$ cat src/rtl/core/tcs_pkg.sv
// Shared types and constants of the twist command shaper.
package tcs_pkg;

    localparam int ALPHA_BITS = 30;
    localparam logic [30:0] ALPHA_ONE = 31'(1) << ALPHA_BITS;

    typedef enum logic [2:0] {
        REG_LIN_SPEED = 3'd0,
        REG_ANG_SPEED = 3'd1,
        REG_ACCEL_X   = 3'd2,
        REG_ACCEL_Y   = 3'd3,
        REG_ACCEL_W   = 3'd4,
        REG_TIMEOUT   = 3'd5,
        REG_EPSILON   = 3'd6,
        REG_STEP_TIME = 3'd7
    } t_reg_idx;

    typedef struct packed {
        logic [30:0] lin_speed;
        logic [30:0] ang_speed;
        logic [30:0] accel_x;
        logic [30:0] accel_y;
        logic [30:0] accel_w;
        logic [30:0] timeout;
        logic [15:0] epsilon;
        logic [30:0] step_time;
    } t_cfg;

    typedef struct packed {
        logic       start;
        logic [5:0] qbits;
    } t_div_req;

    typedef struct packed {
        logic done;
    } t_div_rsp;

endpackage

$ cat src/rtl/core/tcs_regs.sv
// APB configuration registers of the twist command shaper.
module tcs_regs
    import tcs_pkg::*;
(
    input  logic        i_clk,
    input  logic        i_rst_n,
    input  logic        psel,
    input  logic        penable,
    input  logic        pwrite,
    input  logic [4:0]  paddr,
    input  logic [31:0] pwdata,
    output logic [31:0] prdata,
    output logic        pready,
    output t_cfg        o_cfg
);
    t_cfg     r_cfg;
    t_reg_idx idx;

    assign idx    = t_reg_idx'(paddr[4:2]);
    assign pready = 1'b1;
    assign o_cfg  = r_cfg;

    always_ff @(posedge i_clk) begin
        if (!i_rst_n) begin
            r_cfg.lin_speed <= 31'd32768;
            r_cfg.ang_speed <= 31'd655360;
            r_cfg.accel_x   <= 31'd13107;
            r_cfg.accel_y   <= 31'd13107;
            r_cfg.accel_w   <= 31'd655360;
            r_cfg.timeout   <= 31'd65536;
            r_cfg.epsilon   <= 16'd1;
            r_cfg.step_time <= 31'd6554;
        end else if (psel && penable && pwrite) begin
            unique case (idx)
                REG_LIN_SPEED: r_cfg.lin_speed <= pwdata[30:0];
                REG_ANG_SPEED: r_cfg.ang_speed <= pwdata[30:0];
                REG_ACCEL_X:   r_cfg.accel_x   <= pwdata[30:0];
                REG_ACCEL_Y:   r_cfg.accel_y   <= pwdata[30:0];
                REG_ACCEL_W:   r_cfg.accel_w   <= pwdata[30:0];
                REG_TIMEOUT:   r_cfg.timeout   <= pwdata[30:0];
                REG_EPSILON:   r_cfg.epsilon   <= pwdata[15:0];
                REG_STEP_TIME: r_cfg.step_time <= pwdata[30:0];
                default: ;
            endcase
        end
    end

    always_comb begin
        unique case (idx)
            REG_LIN_SPEED: prdata = {1'b0, r_cfg.lin_speed};
            REG_ANG_SPEED: prdata = {1'b0, r_cfg.ang_speed};
            REG_ACCEL_X:   prdata = {1'b0, r_cfg.accel_x};
            REG_ACCEL_Y:   prdata = {1'b0, r_cfg.accel_y};
            REG_ACCEL_W:   prdata = {1'b0, r_cfg.accel_w};
            REG_TIMEOUT:   prdata = {1'b0, r_cfg.timeout};
            REG_EPSILON:   prdata = {16'd0, r_cfg.epsilon};
            REG_STEP_TIME: prdata = {1'b0, r_cfg.step_time};
            default:       prdata = 32'd0;
        endcase
    end
endmodule

$ cat config.mk
export PLATFORM = sky130hd
export DESIGN_NAME = tcs_regs
export DESIGN_NICKNAME = d
export VERILOG_FILES = /design/src/rtl/core/tcs_pkg.sv /design/src/rtl/core/tcs_regs.sv
export SDC_FILE = /design/constraint.sdc
export NUM_CORES = 1
export LEC_CHECK = 0
export ABC_AREA = 1
export BUFFER_PORTS_ARGS = -buffer_cell sky130_fd_sc_hd__buf_2
export CAP_MARGIN = 5
export CORE_UTILIZATION = 55
export CTS_BUF_LIST = sky130_fd_sc_hd__clkbuf_8 sky130_fd_sc_hd__clkbuf_16
export DETAILED_ROUTE_END_ITERATION = 8
export GPL_TIMING_DRIVEN = 0
export PLACE_DENSITY = 0.95
export SYNTH_ARGS = -nofsm -noshare
export SYNTH_HDL_FRONTEND = slang
export SYNTH_SLANG_ARGS = --single-unit
$ cat constraint.sdc
create_clock -name i_clk -period 5.13 [get_ports i_clk]
set_clock_uncertainty 0.1 [all_clocks]
set_input_delay 1.2825 -clock i_clk [delete_from_list [all_inputs] [get_ports i_clk]]
set_output_delay 1.2825 -clock i_clk [all_outputs]
set_load 0.005 [all_outputs]
* Yosys cells after proc, flatten, opt, wreduce, memory -nomap -nowiden *
Cells that the tools add are included.

operators by class
  equal/unequal tests = 7
  multiplexer cells = 1
  reductions and logical operators = 11

operators with widths
  kind                                                                   count
  32-bit case mux with 8 select lines                                    1
  2-bit AND reduction                                                    8
  3-bit equality test, second input constant                             4
  3-bit by 2-bit equality test with 1-bit output, second input constant  2
  3-bit by 1-bit equality test with 1-bit output, second input constant  1
  3-bit zero test                                                        1
  1-bit logical AND                                                      2

storage, ports and cells
  flip-flop bits (word level) = 233
  output and inout bits = 266
  logic and storage cells = 27

* Longest topological paths before layout *
  depth in word-level cells = 3
  mapped depth = 9

* Worst setup path before layout *
Ideal clock, no wire load.

  path kind = in2out
  from = in paddr[3]
  to = out prdata[11]
  arrival time = 2123 ps
  data required time = 3748 ps
  path slack = 1625 ps
  stages = 8
  path buffers = 3
  cell sequence = buf_6 inv_2 buf_2 buf_2 nand4_1 nand2_1 nor2_1 nand3_1

on the way
  cells in the longest elaborated chain, start to end = 2

RTL lines
  item                                               line            RTL
  from (decl)                                        tcs_regs.sv:10  input logic [4:0] paddr,
  3-bit equality test, or another cell as far along  tcs_regs.sv:49  unique case (idx)
  32-bit case mux with 8 select lines *              tcs_regs.sv:49
  to (decl)                                          tcs_regs.sv:12  output logic [31:0] prdata,

Mark *: on every way between the ends. The rest lies on a longest branch, timed or not. The select of a mux whose other input is x is not followed.

* Worst setup path in the final report *
  from = in paddr[3]
  to = out prdata[6]

The elaborated chain is that of the path after synthesis.

==> results.py <==
metrics = {
    "global_route": {
        "grt.busiest_layer": "met2",
        "grt_pass1_vias": 12000,
        "grtUsageMet1_pct": 56.2,
        "met2_usage_pct": 66.5,
        "use_met3_pct": 11.1,
        "grt_pass1_wl_um": 67800,
        "grt_max_degree": 14,
        "antenna_found_initial": 1,
        "grt_usage_pct": 44.9,
        "overflow": 0,
    },
    "critical_path": {
        "worst_path_largest_cell_delay_ns": 0.33,
        "required_ns": 3.75,
        "cp-end-kind": "output pin",
        "r2r_slack_ns": 4.18,
        "crit_slowest_cell": "buf_2",
        "critPathTopFamily": "buffers and inverters",
        "critical_path.most_common_cell": "buf_2",
        "cp_max_fo": 10,
        "path_buf_inv": 5,
        "crit_path_start_kind": "input port",
        "worstSetupPathType": "in -> out",
        "path_cells": "buf_6 > inv_2 > buf_2 > buf_2 > nand4_1 > nand2_1 > nor2_1 > nand3_1 > buf_2",
        "cp_data_arrival_time_ns": 2.75,
    },
    "clock_tree": {
        "clk_pin_slew_worst_paths_ns": 0.06,
        "postCtsResizedCells": 0,
        "cts_tree": "yes",
        "cts_hold_buf": 0,
        "cts.sinks": 233,
        "clock_path_buffers": 3,
        "cts_setup_buffers": 0,
        "insertion_delay_ns": 0.52,
        "ctsHtreeMaxLevel": 1,
        "cts_root_buf": "clkbuf_16",
        "cts-buffers-inserted": 25,
    },
    "layout": {
        "largest_register_ffs": 233,
        "final_cell_area_um2": 13200,
        "syn_to_final_growth_pct": 24.1,
        "multiInputGateArea_um2": 5020,
        "n_fill_cell": 1532,
        "register_area_um2": 4660,
        "n_antenna_cell": 0,
        "final_nets": 1899,
        "fin_cells": 2107,
        "drive_gt1_share_pct": 23.9,
    },
    "timing": {
        "rsz0062_at_grt": "false",
        "fmax_mhz": 242,
        "tns_ns": 0,
        "min_period_ns": 4.13,
        "slew_viol_final": 0,
        "tightestPinTransition_ns": 0.803,
        "slew_headroom_pct": 46.5,
        "hold_viol": 0,
        "period_share_pct": 80.6,
        "setup_ws_ns": 0.997,
        "finalSetupViolCount": 0,
    },
    "yosys": {
        "yosysSeqAreaShare_pct": 44.0,
        "netlist_instances": 1544,
        "synth_top_cell_area_share_pct": 44.0,
        "synthTopCellsByCount": "515 x nor2_1, 233 x dfxtp_1, 191 x nand2_1, 183 x o21ai_0, 95 x nand4_1",
        "ys_warn_count": 0,
        "syn-num-nets": 1586,
        "synth.avg_cell_area_um2": 6.86,
        "synth_ff_type": "dfxtp_1",
        "synth-async-reset-ratio_pct": 0,
        "yosysMostFrequentCell": "nor2_1",
        "ys_ff_latch": 233,
        "yosysUniqueCellTypes": 28,
        "synth_top_cells_by_area": "dfxtp_1 44%, nor2_1 18%, o21ai_0 8.6%",
        "yosys.area.top_type": "dfxtp_1",
        "syn_area_um2": 10600,
        "synth_edf_count": 0,
    },
    "floorplanning": {
        "rows": 50,
        "die_x_um": 141,
        "die_area_um2": 19800,
        "initial_utilization_pct": 56.5,
        "core-area_um2": 18800,
        "ioPinCount": 308,
        "fp.dieH_um": 141,
    },
    "pwr": {
        "p_sw_share_pct": 25.3,
        "intPower_mw": 3.02,
        "seq_power_share_pct": 46.0,
        "p_comb_share_pct": 8.2,
        "ir_drop_v": 0.000303,
        "p_sw_mw": 1.02,
        "power_leakage_nw": 6.84,
        "power_density_nw_per_um2": 307,
        "p_total_mw": 4.04,
        "clockPowerShare_pct": 45.8,
    },
    "routing": {
        "drc": 0,
        "antenna_left": 0,
        "drt-wirelength-per-cell_um": 21.7,
        "drt-initial-drc-count": 2005,
        "via_count": 13200,
        "totalWireLength_um": 45800,
        "drt-vias-per-instance": 6.26,
        "dr.pass1.iters": 6,
    },
    "placement": {
        "hpwl_um": 32200,
        "post-place-ws_ns": 1.12,
        "port_buffers": 286,
        "placed_cell_area_um2": 12300,
        "place_inst": 2064,
        "routabilityCongestion": 1.02,
    },
    "run_status": {
        "outcome": "completed",
    },
    "hold_path": {
        "holdCritPathClass": "reg -> reg",
    },
    "job": {
        "maxCapViolations": 0,
    },
}
-- final cells by class --
| type | count | share of cell area (%) |
|---|---|---|
| Sequential cell | 233 | 35.5 |
| Clock buffer | 33 | 5.59 |
| Inverter | 62 | 1.86 |
| Timing Repair Buffer | 286 | 10.9 |
| Clock inverter | 10 | 0.742 |
| Multi-Input combinational cell | 1119 | 38.1 |
| Tap cell | 234 | 2.23 |
| Buffer | 130 | 5.10 |
-- path summary, 6_finish.rpt --
path / startpoint / to / cells after the start
worst min register to register: o_cfg[145]$_SDFFE_PN1P_ / o_cfg[145]$_SDFFE_PN1P_ / 2
worst max-delay path: paddr[3] / prdata[6] / 9
worst max register to register: o_cfg[87]$_SDFFE_PN0P_ / o_cfg[87]$_SDFFE_PN0P_ / 2
worst min-delay path: o_cfg[145]$_SDFFE_PN1P_ / o_cfg[145]$_SDFFE_PN1P_ / 2
-- cells by family after synthesis --
logic type	after synthesis	share of synthesized area (%)
AO/OA/AOI/OAI	212	10.4
buffers and inverters	192	8.64
flip-flops	233	44.0
other	2	0.0709
AND/OR/NAND/NOR	905	36.9
-- power groups by stage --
stage / Clock [mW] / Combinational, mW / Sequential [mW]
floorplan: 0 / 0.161 / 1.89
global placement: 0 / 0.304 / 1.89
detailed placement: 0 / 0.310 / 1.89
CTS: 1.83 / 0.312 / 1.85
global route: 1.90 / 0.341 / 1.86
finish: 1.85 / 0.331 / 1.86
-- routing by layer --
layer | routed length, µm | part of all wire, %
met1 | 15500 | 34
met2 | 19000 | 42
met5 | 18 | 0.039
met4 | 4140 | 9.0
met3 | 7060 | 15
-- tightest hold or removal path, cell delays in order, from the launching register on --
cell and delay, ns:
dfxtp_1 0.33, nand2_1 0.07, nand3_1 0.05
-- placed cells by master, fill, tap and decap left out, types with 2 or more instances in the layout --
master / n
nor2_1: 515
nand3_4: 4
nand2_1: 191
inv_2: 6
nand4_1: 95
o211ai_2: 4
buf_2: 358
nor2_2: 2
nand2_2: 3
o21ai_0: 183
bufinv_16: 2
o21ai_1: 20
conb_1: 2
dfxtp_1: 233
nor2_8: 2
clkinv_2: 3
buf_1: 4
nand3_1: 84
inv_1: 57
nand2_4: 2
o211ai_1: 5
clkbuf_2: 2
buf_4: 8
clkbuf_1: 36
clkbuf_8: 8
clkbuf_16: 25
buf_6: 8
nor2_4: 6
-- metrics by stage --
stage / utilization [%] / hold WS, ns
finish: 70.1 / 0.399
global route: 70.1 / 0.418
CTS: 70.1 / 0.397
detailed placement: 65.7 / 0.385
global placement: 65.7 / 0.375
floorplan: - / 0.373
(Power assumes the default switching activity.)
