`config.mk`:
```
export PLATFORM = sky130hd
export DESIGN_NAME = tcs_div
export DESIGN_NICKNAME = d
export VERILOG_FILES = /design/src/rtl/core/tcs_pkg.sv /design/src/rtl/core/tcs_div.sv
export SDC_FILE = /design/constraint.sdc
export NUM_CORES = 1
export LEC_CHECK = 0
export BUFFER_PORTS_ARGS = -buffer_cell sky130_fd_sc_hd__buf_2
export CORE_ASPECT_RATIO = 1.2
export CORE_MARGIN = 5
export CORE_UTILIZATION = 65
export DETAILED_ROUTE_END_ITERATION = 7
export GPL_TIMING_DRIVEN = 0
export PLACE_DENSITY = 0.84
export SYNTH_ARGS = -nofsm -noshare
export SYNTH_HDL_FRONTEND = slang
export SYNTH_SLANG_ARGS = --single-unit
```
`constraint.sdc`:
```
create_clock -name i_clk -period 7.9 [get_ports i_clk]
set_input_delay 0.395 -clock i_clk [delete_from_list [all_inputs] [get_ports i_clk]]
set_output_delay 0.395 -clock i_clk [all_outputs]
set_load 0.05 [all_outputs]
```
`src/rtl/core/tcs_pkg.sv`:
```
// Shared types and constants of the twist command shaper.
package tcs_pkg;

    localparam int ALPHA_BITS = 30;
    localparam logic [30:0] ALPHA_ONE = 31'(1) << ALPHA_BITS;

    typedef enum logic [2:0] {
        REG_LIN_SPEED = 3'd0,
        REG_ANG_SPEED = 3'd1,
        REG_ACCEL_X   = 3'd2,
        REG_ACCEL_Y   = 3'd3,
        REG_ACCEL_W   = 3'd4,
        REG_TIMEOUT   = 3'd5,
        REG_EPSILON   = 3'd6,
        REG_STEP_TIME = 3'd7
    } t_reg_idx;

    typedef struct packed {
        logic [30:0] lin_speed;
        logic [30:0] ang_speed;
        logic [30:0] accel_x;
        logic [30:0] accel_y;
        logic [30:0] accel_w;
        logic [30:0] timeout;
        logic [15:0] epsilon;
        logic [30:0] step_time;
    } t_cfg;

    typedef struct packed {
        logic       start;
        logic [5:0] qbits;
    } t_div_req;

    typedef struct packed {
        logic done;
    } t_div_rsp;

endpackage

```
`src/rtl/core/tcs_div.sv`:
```
// Restoring divider, one quotient bit per cycle.
module tcs_div
    import tcs_pkg::*;
(
    input  logic        i_clk,
    input  logic        i_rst_n,
    input  t_div_req    i_req,
    input  logic [63:0] i_dividend,
    input  logic [32:0] i_divisor,
    output t_div_rsp    o_rsp,
    output logic [31:0] o_quot
);
    logic [32:0] r_rem;
    logic [31:0] r_lo;
    logic [31:0] r_q;
    logic [32:0] r_div;
    logic [5:0]  r_cnt;
    logic        r_busy;
    logic        r_done;
    logic [33:0] trial;
    logic        ge;
    logic [33:0] diff;

    assign trial = {r_rem, r_lo[31]};
    assign ge    = trial >= {1'b0, r_div};
    assign diff  = trial - {1'b0, r_div};

    always_ff @(posedge i_clk) begin
        if (!i_rst_n) begin
            r_busy <= 1'b0;
            r_done <= 1'b0;
            r_cnt  <= '0;
        end else begin
            r_done <= 1'b0;
            if (i_req.start) begin
                r_busy <= 1'b1;
                r_cnt  <= i_req.qbits;
            end else if (r_busy) begin
                r_cnt <= r_cnt - 6'd1;
                if (r_cnt == 6'd1) begin
                    r_busy <= 1'b0;
                    r_done <= 1'b1;
                end
            end
        end
    end

    // The top part of the dividend is known to be below the divisor.
    always_ff @(posedge i_clk) begin
        if (i_req.start) begin
            r_rem <= 33'(i_dividend >> i_req.qbits);
            r_lo  <= i_dividend[31:0] << (6'd32 - i_req.qbits);
            r_q   <= '0;
            r_div <= i_divisor;
        end else if (r_busy) begin
            r_rem <= ge ? diff[32:0] : trial[32:0];
            r_lo  <= {r_lo[30:0], 1'b0};
            r_q   <= {r_q[30:0], ge};
        end
    end

    assign o_rsp.done = r_done;
    assign o_quot     = r_q;
endmodule

```
---- Word level (Yosys, flattened, before mapping) ----
Index checks and enable logic that the tools add are counted.
cells by class
  add/subtract/negate cells ............... 3
  magnitude comparators ................... 1
  equal/unequal tests ..................... 1
  shifts and indexed selects .............. 2
  multiplexer cells ....................... 11
  bitwise gates (word level) .............. 2
  reduce and logical (&&, ||, !) cells .... 2
operator list
  kind                 count
  $mux 33              3
  $mux 32              2
  $shr 64x6->33        1
  $ge 34x33->1         1
  $sub 33x33->33       1
  $shl 32x6->32        1
  $mux 6               2
  $eq 6x1->1 const B   1
  $sub 6x1->6 const B  1
  $sub 6x6->6 const A  1
  $mux 1               4
  $reduce_or 3->1      1
  $not 1->1            2
  $reduce_bool 2->1    1
word-level totals
  bits in registers ....................... 138
  word-level logic and storage cells ...... 29

---- Depth between registers and ports, before layout ----
  word-level depth ........................ 4
  gate-level depth with buffers ........... 16

---- Worst setup path after synthesis ----
OpenSTA, ideal clock, no wires.
  path kind ............................... input to register
  start point ............................. input i_req[0] in the netlist's numbering
  end point ............................... register r_lo[15] (data pin)
  arrival ................................. 3.006 ns
  slack ................................... 4.637 ns
  stages on the path ...................... 13
  path buffers ............................ 6
  cell sequence ........................... buf_6 buf_4 buf_4 buf_4 inv_2 ha_1 buf_2 buf_1 mux2i_1 a21oi_1 mux2i_1 nand2_1 a32o_1
on the way
  cells in the longest elaborated chain, start to end .. 3
RTL lines
  element               line           RTL
  from (decl)           tcs_div.sv:7   input t_div_req i_req,
  $sub 6x6->6           tcs_div.sv:52  r_lo <= i_dividend[31:0] << (6'd32 - i_req.qbits);
  $shl 32x6->32         tcs_div.sv:52
  $mux 32               tcs_div.sv:50  if (i_req.start) begin
  to (signal assigned)  tcs_div.sv:52
  to (signal assigned)  tcs_div.sv:57  r_lo <= {r_lo[30:0], 1'b0};
  to (decl)             tcs_div.sv:14  logic [31:0] r_lo;
No other way between the ends.
A chain may end at the register's enable or synchronous reset.

---- Final worst setup path ----
  start point ............................. input i_req[0] in the netlist's numbering
  end point ............................... register r_lo[31] (data pin)
Same word-level chain as after synthesis.

==> qor.txt <==
Status - complete, no violations
Reg2reg end - r_rem[31]$_DFFE_PP_
Final slew viol count - 0
Critical path class - input pin to flop
Congestion Overflow GR - 0
Yosys reg bits - 138
Worst setup EP type - flop
Setup slack, reg-to-reg - 4360 ps
Hold WC Path Type - input pin to flop
Final nets - 1590
Final Setup Violations - 0
Clk_skew - 12.0 ps
Cts hold-fix bufs - 0
Reg area - 3740 um2
Yosys cell types - 76
Post-synth EDFFs - 98
Synth Area in XOR/XNOR - 2.25%
Crit path top cell by count - buf_4
Syn. warnings - 0
RSZ-0062 raised after global routing - no
Crit path max-delay family - buffers and inverters
First-iteration detailed-routing DRC count - 1212
CP Max Fanout - 10
Post-synthesis adder-cell area fraction - 3.78%
Hold endpoint - r_div[25]$_DFFE_PP_
Post-Synthesis Cells - 1295
Crit path time final - 3630 ps
Crit path largest cell delay - 490 ps
Die height - 162 um
Crit share post-route - 45.9%
Syn Std Cell Area - 12500 um2
Ys async rst share - 0%
Max cap viols - 0
Peak Freq - 276 MHz
CTS sink cnt - 138
CP arrival - 3870 ps
Largest family of logic cells by synthesized area - multiplexers
Syn nets - 1438
Simple-gate share of the synthesized area - 12.4%
Filler cells - 1424
Drt total wl - 39800 um
Post-synthesis mux area share - 27.7%
RR Startpoint - r_lo[31]$_DFFE_PP_
Top post-synthesis cells by area - edfxtp_1, mux4_2, mux2i_1
Routed len/inst - 23.2 um
GRT Util Overall - 36.1%
Final ANT Viol Nets - 0
Hold Path Cell Cnt - 1
Max Root-Sink Buffers - 2
CP cell instances - buf_6 -> buf_4 -> buf_4 -> buf_4 -> inv_2 -> ha_1 -> buf_2 -> buf_1 -> mux2i_1 -> a21oi_1 -> mux2i_1 -> nand2_1 -> a31oi_1 -> o2bb2ai_1
Initial antenna violation count - 0
Die Wd - 136 um
Fin. Hold Viols - 0
Pwr Density - 241 nW/um2
Crit start category - input pin
Yosys top cell area share - 23.6%
Clock slew at reported path FFs - 70 ps
Max transition margin - 41.5%
Drt first pass iters - 6
Final GP Congestion - 1.04
Port Buffers - 133
First-pass GRT wire length - 62500 um
Post-synthesis compound-gate area fraction - 18.0%
Synth Flop Type - edfxtp_1
Sequential area share after synthesis - 30.0%
Core area - 18900 um2
Worst Max-Slew Pin Slew - 878 ps
I/O pin total - 139
Root buffer cell - clkbuf_16
Worst VDD drop - 180 uV
Leakage - 5.76 nW
Area of the multi-input gates - 7990 um2
Area Growth Syn to Fin - 12.8%
Vias in the first global route - 11700
CTS tree - built
Post-route total power - 3.39 mW
Vias - 11800
Hpwl dp - 30700 um
Largest area contributor in the synthesized netlist - edfxtp_1
Worst endpoint required time - 8140 ps
Sum of buffers and inverters on the critical path - 7
Post-Syn Area per Cell - 9.62 um2
Worst R2R Path Depth - 14
Worst skew pair latency - 430 ps
Setup tns final - 0 ps
Maximum number of pins on one net before global-route repair - 66
Share of layout cells above drive strength 1 - 22.6%
DRC - 0
Die area - 22100 um2
CTS H-tree lvls - 4
FP Rows - 55
# resized after CTS - 0
Critical path's slowest cell - a21oi_1
CTS Buf Count - 17
Vias per cell - 6.87
Initial Util - 66.1%
Hold_sp - i_divisor[25]
# Post-CTS Setup Buffers - 0
## cell usage after synthesis, types with 8 or more instances
cell	instances
nor2b_1	16
a31oi_1	19
o221ai_1	15
a21o_1	10
nor2_1	112
nand3_1	17
edfxtp_1	98
mux2_2	28
a211oi_1	28
buf_2	26
buf_6	8
nand4_1	12
ha_1	36
nand2_1	131
mux2i_1	123
dfxtp_1	40
buf_4	8
o2bb2ai_1	16
buf_1	14
clkbuf_1	45
o21ai_1	23
inv_1	56
xor2_1	14
o21ai_0	47
or3_1	8
o22ai_1	19
mux4_2	82
nor3_1	17
a21oi_1	95
xnor2_1	18
## per-stage QoR
step                cells  utilization, %  worst slack [ps]  hold WS, ps  cell area (um2)
floorplan            1295               -              4640          494            12500
CTS                  1716            74.5              4330          132            14000
finish               1717            74.5              4270          135            14100
detailed placement   1684            71.3              3860          495            13400
global route         1716            74.5              4060          130            14100
global placement     1684            71.3              3960          490            13400
## flip-flops by register name, indices dropped and copies added (netlist names)
| register | flops |
|---|---|
| r_rem | 33 |
| r_div | 33 |
| r_lo | 32 |
| r_cnt | 6 |
| o_quot | 32 |
| r_busy | 1 |
| o_rsp | 1 |
## worst reg2reg max path, delay by kind of cell (launching register included)
| kind | cells | cell delay [ps] |
|---|---|---|
| AO/OA/AOI/OAI | 3 | 940 |
| buffers and inverters | 4 | 730 |
| adder cells (fa/ha/maj) | 2 | 590 |
| flip-flops | 1 | 440 |
| AND/OR/NAND/NOR | 4 | 420 |
| multiplexers | 1 | 160 |
## where the power goes
group / switching, mW / total, mW / internal (mW) / leakage, nW
clock network: 0.347 / 0.824 / 0.477 / 0.289
logic: 0.968 / 1.58 / 0.613 / 4.15
registers: 0.0685 / 0.982 / 0.914 / 1.32
total: 1.38 / 3.39 / 2.00 / 5.76
## area by class of cell
class                      instances  area share, %
timing repair buffer             133           4.74
multi-input combinational        995           56.9
tap                              256           2.28
clock inverter                    13          0.890
inverter                          61           1.63
clock buffer                      19           3.38
antenna                            1         0.0178
buffer                           101           3.57
sequential                       138           26.6
## kinds of logic after synthesis
| group | count (synthesis) |
|---|---|
| multiplexers | 238 |
| AO/OA/AOI/OAI | 342 |
| flip-flops | 138 |
| buffers and inverters | 162 |
| AND/OR/NAND/NOR | 346 |
| XOR/XNOR | 32 |
| adder cells (fa/ha/maj) | 37 |
## worst max-delay path by stage
| stage | startpoint | end | cells past startpoint |
|---|---|---|---|
| floorplan | i_req[0] | r_lo[15]$_DFFE_PP_ | 13 |
| global placement | i_req[0] | r_lo[31]$_DFFE_PP_ | 14 |
| detailed placement | i_req[6] | r_rem[6]$_DFFE_PP_ | 5 |
| CTS | i_req[6] | r_rem[8]$_DFFE_PP_ | 5 |
| global route | i_req[0] | r_lo[31]$_DFFE_PP_ | 14 |
| finish | i_req[0] | r_lo[31]$_DFFE_PP_ | 14 |
## cells in the final DEF (no fill, tap or decap), types with 6 or more instances in the layout
cell type | Yosys | final
o21bai_1 | 7 | 7
o21ai_1 | 23 | 23
nor3_1 | 17 | 17
clkbuf_1 | 45 | 45
o31ai_1 | 7 | 7
inv_1 | 56 | 56
o2bb2ai_1 | 16 | 16
dfxtp_1 | 40 | 40
or3_1 | 8 | 8
nand2_1 | 131 | 131
buf_1 | 14 | 14
a21o_1 | 10 | 10
a31oi_1 | 19 | 19
mux2_2 | 28 | 28
ha_1 | 36 | 36
xnor2_1 | 18 | 18
clkbuf_16 | 0 | 19
buf_4 | 8 | 8
nor2b_1 | 16 | 16
a21oi_1 | 95 | 95
a211oi_1 | 28 | 28
xor2_1 | 14 | 14
buf_2 | 26 | 159
nand3_1 | 17 | 17
o21ai_0 | 47 | 47
nor2_1 | 112 | 112
mux2i_1 | 123 | 123
edfxtp_1 | 98 | 98
and2_1 | 7 | 7
nand2b_1 | 6 | 6
o221ai_1 | 15 | 15
buf_6 | 8 | 8
mux4_2 | 82 | 82
o22ai_1 | 19 | 19
nand4_1 | 12 | 12
## metal layers
layer	wire [um]	track usage [%]	part of all wire, %	up-vias
met5	0	0	0	-
met4	2300	19.3	5.8	0
met3	3600	6.16	9.0	168
met2	19300	60.1	48	798
met1	14700	44.9	37	5584
li1	-	-	-	5250
Power figures use the tool's default switching activity.
